File: src/rtl/tri2d_pkg.sv
// Package for the 2D three-anchor trilateration block: widths, types, register codes.
package tri2d_pkg;

  // field and datapath widths
  localparam int RANGE_W   = 16;
  localparam int COORD_W   = 16;
  localparam int SQ_W      = 32;                // any 16-bit square
  localparam int DIFF_W    = 18;                // 2*(coordinate difference)
  localparam int LIN_W     = 34;                // right-hand sides c and f
  localparam int CROSS_W   = 36;                // a*e, b*d
  localparam int DET_W     = 37;                // determinant
  localparam int PROD_W    = 52;                // c*e, b*f, a*f, c*d
  localparam int NUM_W     = 53;                // Cramer numerators
  localparam int MAG_W     = 52;                // numerator magnitude
  localparam int DEN_W     = 36;                // determinant magnitude
  localparam int POS_W     = 24;
  localparam int QBITS     = 24;                // quotient bits built by the divider
  localparam int HEAD_W    = MAG_W - QBITS;     // numerator bits above the quotient window
  localparam int MIN_DET_W = 32;

  // configuration port
  localparam int DATA_W = 32;
  localparam int ADDR_W = 5;

  // output buffer depth
  localparam logic [1:0] SKID_DEPTH = 2'd2;

  // saturation limits
  localparam logic signed [POS_W-1:0] POS_MAX   = 24'sh7FFFFF;
  localparam logic signed [POS_W-1:0] POS_MIN   = 24'sh800000;
  localparam logic        [QBITS-1:0] NEG_LIMIT = 24'h800000;

  // register indexes
  typedef enum logic [2:0] {
    REG_ANCHOR1_X = 3'd0,
    REG_ANCHOR1_Y = 3'd1,
    REG_ANCHOR2_X = 3'd2,
    REG_ANCHOR2_Y = 3'd3,
    REG_ANCHOR3_X = 3'd4,
    REG_ANCHOR3_Y = 3'd5,
    REG_MIN_DET   = 3'd6
  } reg_idx_t;

  // input word: three ranges
  typedef struct packed {
    logic [RANGE_W-1:0] range1;
    logic [RANGE_W-1:0] range2;
    logic [RANGE_W-1:0] range3;
  } meas_t;

  // output word: position and flag
  typedef struct packed {
    logic signed [POS_W-1:0] pos_x;
    logic signed [POS_W-1:0] pos_y;
    logic                    pos_valid;
  } fix_t;

  // anchor layout and threshold
  typedef struct packed {
    logic signed [COORD_W-1:0] anchor1_x;
    logic signed [COORD_W-1:0] anchor1_y;
    logic signed [COORD_W-1:0] anchor2_x;
    logic signed [COORD_W-1:0] anchor2_y;
    logic signed [COORD_W-1:0] anchor3_x;
    logic signed [COORD_W-1:0] anchor3_y;
    logic [MIN_DET_W-1:0]      min_det;
  } cfg_t;

  // front end to divider: magnitudes and signs of both quotients
  typedef struct packed {
    logic [MAG_W-1:0] mag_x;
    logic [MAG_W-1:0] mag_y;
    logic             neg_x;
    logic             neg_y;
    logic [DEN_W-1:0] den;
    logic             ok;
  } quot_t;

endpackage

File: src/rtl/tri2d_cfg.sv
// Configuration registers of the trilateration block behind an APB-style port.
module tri2d_cfg import tri2d_pkg::*; (
  input  logic              clk,
  input  logic              rst,
  input  logic              psel,
  input  logic              penable,
  input  logic              pwrite,
  input  logic [ADDR_W-1:0] paddr,
  input  logic [DATA_W-1:0] pwdata,
  output logic [DATA_W-1:0] prdata,
  output logic              pready,
  output cfg_t              cfg
);

  reg_idx_t idx;
  logic     wr;

  assign idx    = reg_idx_t'(paddr[ADDR_W-1:2]);
  assign wr     = psel & penable & pwrite;
  assign pready = 1'b1;

  // register writes; unknown indexes are dropped
  always_ff @(posedge clk) begin
    if (rst) begin
      cfg.anchor1_x <= 16'sd0;
      cfg.anchor1_y <= 16'sd0;
      cfg.anchor2_x <= 16'sd4000;
      cfg.anchor2_y <= 16'sd0;
      cfg.anchor3_x <= 16'sd0;
      cfg.anchor3_y <= 16'sd3000;
      cfg.min_det   <= 32'd1;
    end else if (wr) begin
      unique case (idx)
        REG_ANCHOR1_X: cfg.anchor1_x <= pwdata[COORD_W-1:0];
        REG_ANCHOR1_Y: cfg.anchor1_y <= pwdata[COORD_W-1:0];
        REG_ANCHOR2_X: cfg.anchor2_x <= pwdata[COORD_W-1:0];
        REG_ANCHOR2_Y: cfg.anchor2_y <= pwdata[COORD_W-1:0];
        REG_ANCHOR3_X: cfg.anchor3_x <= pwdata[COORD_W-1:0];
        REG_ANCHOR3_Y: cfg.anchor3_y <= pwdata[COORD_W-1:0];
        REG_MIN_DET:   cfg.min_det   <= pwdata[MIN_DET_W-1:0];
        default: ;
      endcase
    end
  end

  // read mux
  always_comb begin
    unique case (idx)
      REG_ANCHOR1_X: prdata = {16'b0, cfg.anchor1_x};
      REG_ANCHOR1_Y: prdata = {16'b0, cfg.anchor1_y};
      REG_ANCHOR2_X: prdata = {16'b0, cfg.anchor2_x};
      REG_ANCHOR2_Y: prdata = {16'b0, cfg.anchor2_y};
      REG_ANCHOR3_X: prdata = {16'b0, cfg.anchor3_x};
      REG_ANCHOR3_Y: prdata = {16'b0, cfg.anchor3_y};
      REG_MIN_DET:   prdata = cfg.min_det;
      default:       prdata = '0;
    endcase
  end

endmodule

File: config.mk
export PLATFORM = sky130hd
export DESIGN_NAME = tri2d_cfg
export DESIGN_NICKNAME = d
export VERILOG_FILES = /design/src/rtl/tri2d_pkg.sv /design/src/rtl/tri2d_cfg.sv
export SDC_FILE = /design/constraint.sdc
export NUM_CORES = 1
export LEC_CHECK = 0
export BUFFER_PORTS_ARGS = -buffer_cell sky130_fd_sc_hd__buf_2
export CAP_MARGIN = 20
export CORE_MARGIN = 5
export CORE_UTILIZATION = 51
export CTS_CLUSTER_SIZE = 28
export DETAILED_ROUTE_END_ITERATION = 12
export PLACE_DENSITY = 0.81
export SLEW_MARGIN = 20
export SYNTH_ARGS = -nofsm -noshare
export SYNTH_HDL_FRONTEND = slang
export SYNTH_SLANG_ARGS = --single-unit
File: constraint.sdc
create_clock -name clk -period 1.38 [get_ports clk]
set_input_delay 0 -clock clk [delete_from_list [all_inputs] [get_ports clk]]
set_output_delay 0 -clock clk [all_outputs]
set_load 0.01 [all_outputs]
==> impl_metrics.json <==
{
  "largestRegisters": "cfg: 128 flops",
  "hp-class": "primary input to flip-flop",
  "final_cells": 1047,
  "cp_slowest_stage_delay_ns": 0.31,
  "max_freq_mhz": 639,
  "cts_buffers": 17,
  "synth_cell_type_count": 39,
  "synthTopCellsByCount": "mux2i_1, nand2b_1, dfxtp_1",
  "postSynth.asyncResetShare": 0,
  "vias": 5863,
  "synth_edf_count": 0,
  "largest_register": "cfg",
  "start_util": 0.516,
  "dr.pass1.iters": 5,
  "post-route-min-period_ns": 1.57,
  "rows": 40,
  "yosys.cell_count.top_type": "mux2i_1",
  "power.density_nw_per_um2": 1020,
  "core_area_um2": 11900,
  "grt_pass1_wl_mm": 31.7,
  "cp.arrival_ns": 1.57,
  "synth_area_um2": 6140,
  "critPathKind": "flip-flop to output port",
  "finalSetupViolations": 16,
  "finalHoldViolCount": 0,
  "grt_pass1_vias": 5998,
  "grt_usage": 0.279,
  "synth_seq_cells": 128,
  "maxSlewViolCount": 0,
  "maxCapViolCount": 0,
  "wl_mm": 20.5,
  "crit_fanout": 2,
  "p_leak_nw": 4.49,
  "largest_register_ffs": 128,
  "overflow": 0,
  "cts_max_level": 4,
  "portBuffers": 199,
  "endpoint_kind": "output port",
  "drtIter0Drc": 523,
  "pwr-share-seq": 0.416,
  "place.gp.congestion": 0.867,
  "yosysWarnings": 0,
  "power.switching_mw": 2.11,
  "cts_sinks": 128,
  "clk_latency_ns": 0.42,
  "slowest_stage": "dfxtp_2",
  "crit_chain": "mux2_2, a222oi_1, o211ai_1, buf_2",
  "p_int_mw": 6.91,
  "fin_skew_ns": 0,
  "io_pins": 203,
  "clkPwrFrac": 0.492,
  "final_net_count": 928,
  "cts_root_buffer": "clkbuf_16",
  "syn_to_final_growth_pct": 43.9,
  "rsz0062_at_grt": "true",
  "die_h_um": 120,
  "syn_nets": 651,
  "fillers": 807,
  "vias_per_cell": 5.60,
  "syn_inst": 609,
  "ys_seq_area_frac": 0.417,
  "ys.flop_type": "dfxtp_1",
  "crit_required_ns": 1.38,
  "clkTransAtPathRegs_ns": 0.06,
  "cts_tree": "done",
  "multi_input_area_um2": 3440,
  "worstMarginPinSlew_ns": 0.670,
  "power_frac_comb": 0.092,
  "cts_buffer_depth": 2,
  "drive_gt1_frac": 0.435,
  "vdd_drop_max_mv": 0.659,
  "grt_max_degree": 54,
  "regArea_um2": 2610,
  "dp_hpwl_mm": 13.8,
  "dp_cells": 949,
  "maxSlewHeadroom": 0.553,
  "fp.dieW_um": 120,
  "swShare": 0.234,
  "wl_per_cell_um": 19.6,
  "netlist_top_cells_area": "dfxtp_1, mux2i_1, nand2b_1",
  "yosysTopAreaCell": "dfxtp_1",
  "antenna_found_initial": 1,
  "dieArea_um2": 14300,
  "yosys.area.top_type_share": 0.417,
  "fin_crit_sh": 1.13,
  "drc": 0,
  "place_worst_setup_slack_ns": 0.0281,
  "setup_ws_ns": -0.186,
  "violations": "negative setup slack",
  "critPathLaunchType": "flip-flop",
  "synth.avg_cell_area_um2": 10.1,
  "fin_util": 0.742,
  "status": "finished, violations left",
  "ant_nets": 0
}
==> routing by layer <==
| metal | share of wire | wire [um] | track usage | vias to the layer above |
|---|---|---|---|---|
| li1 | - | - | - | 2681 |
| met1 | 0.41 | 8360 | 0.341 | 2865 |
| met2 | 0.49 | 10100 | 0.472 | 269 |
| met3 | 0.076 | 1570 | 0.0712 | 48 |
| met4 | 0.024 | 489 | 0.105 | 0 |
| met5 | 0 | 0 | 0 | - |
==> logic make-up after synthesis <==
| family | share of synthesized area |
|---|---|
| other | 0.000611 |
| DFF | 0.417 |
| buffers and inverters | 0.0452 |
| and+or+nand+nor | 0.213 |
| muxes | 0.260 |
| AOI/OAI and AO/OA | 0.0640 |
==> stage by stage <==
step / TNS (ns) / hold WS [ns] / cell area [um^2] / total power [mW]
global placement: 0 / 0.240 / 7510 / 4.51
detailed placement: 0 / 0.240 / 7510 / 4.53
global route: -2.68 / 0.0775 / 8840 / 9.26
finish: -1.78 / 0.0702 / 8840 / 9.02
CTS: -1.87 / 0.0396 / 8750 / 9.02
floorplan: 0 / 0.118 / 6140 / 4.23
==> layout make-up <==
type,instances,share of cell area
Multi-Input combinational cell,423,0.389
Tap cell,147,0.0208
Sequential cell,128,0.295
Clock inverter,11,0.0127
Clock buffer,21,0.0532
Timing Repair Buffer,309,0.225
Antenna cell,1,0.000283
Inverter,7,0.00297
==> power groups by stage <==
stage | Clock [mW] | Sequential, mW | Combinational [mW]
after floorplan | 0 | 3.84 | 0.394
after global placement | 0 | 3.83 | 0.684
after detailed placement | 0 | 3.83 | 0.698
after CTS | 4.47 | 3.75 | 0.805
after global routing | 4.63 | 3.75 | 0.881
final | 4.44 | 3.75 | 0.831
==> critical path, delay by kind of cell, from the launching register on <==
kind	cells	cell delay [ns]
buffers and inverters	1	0.17
muxes	1	0.25
AOI/OAI and AO/OA	2	0.41
DFF	1	0.31
==> repair_timing <==
item / CTS / global route
resized for setup: 54 / 11
pin swaps: 13 / 7
buffers inserted: 27 / 6
hold buffers: 32 / 0
endpoints found under the setup margin: 16 / 17
endpoints found under the hold margin: 49 / 0
==> final timing paths <==
path | startpoint | to | slack, ns | cells past startpoint
max reg2reg | cfg[41]$_SDFFE_PP1P_ | cfg[41]$_SDFFE_PP1P_ | 0.09 | 4
max | cfg[7]$_SDFFE_PP0P_ | prdata[7] | -0.19 | 4
min reg2reg | cfg[3]$_SDFFE_PP0P_ | cfg[3]$_SDFFE_PP0P_ | 0.49 | 2
min | pwdata[2] | cfg[82]$_SDFFE_PP0P_ | 0.07 | 3
==> cell usage in the layout (no fill, tap or decap), drive strengths merged, types with 8 or more instances in the layout <==
cell type	count
a222oi	8
and3	17
buf	277
clkbuf	21
dfxtp	128
dlygate4sd3	32
mux2	11
mux2i	147
nand2b	138
nand3b	8
nor2	24
o211ai	8
Power figures use the tool's default switching activity.
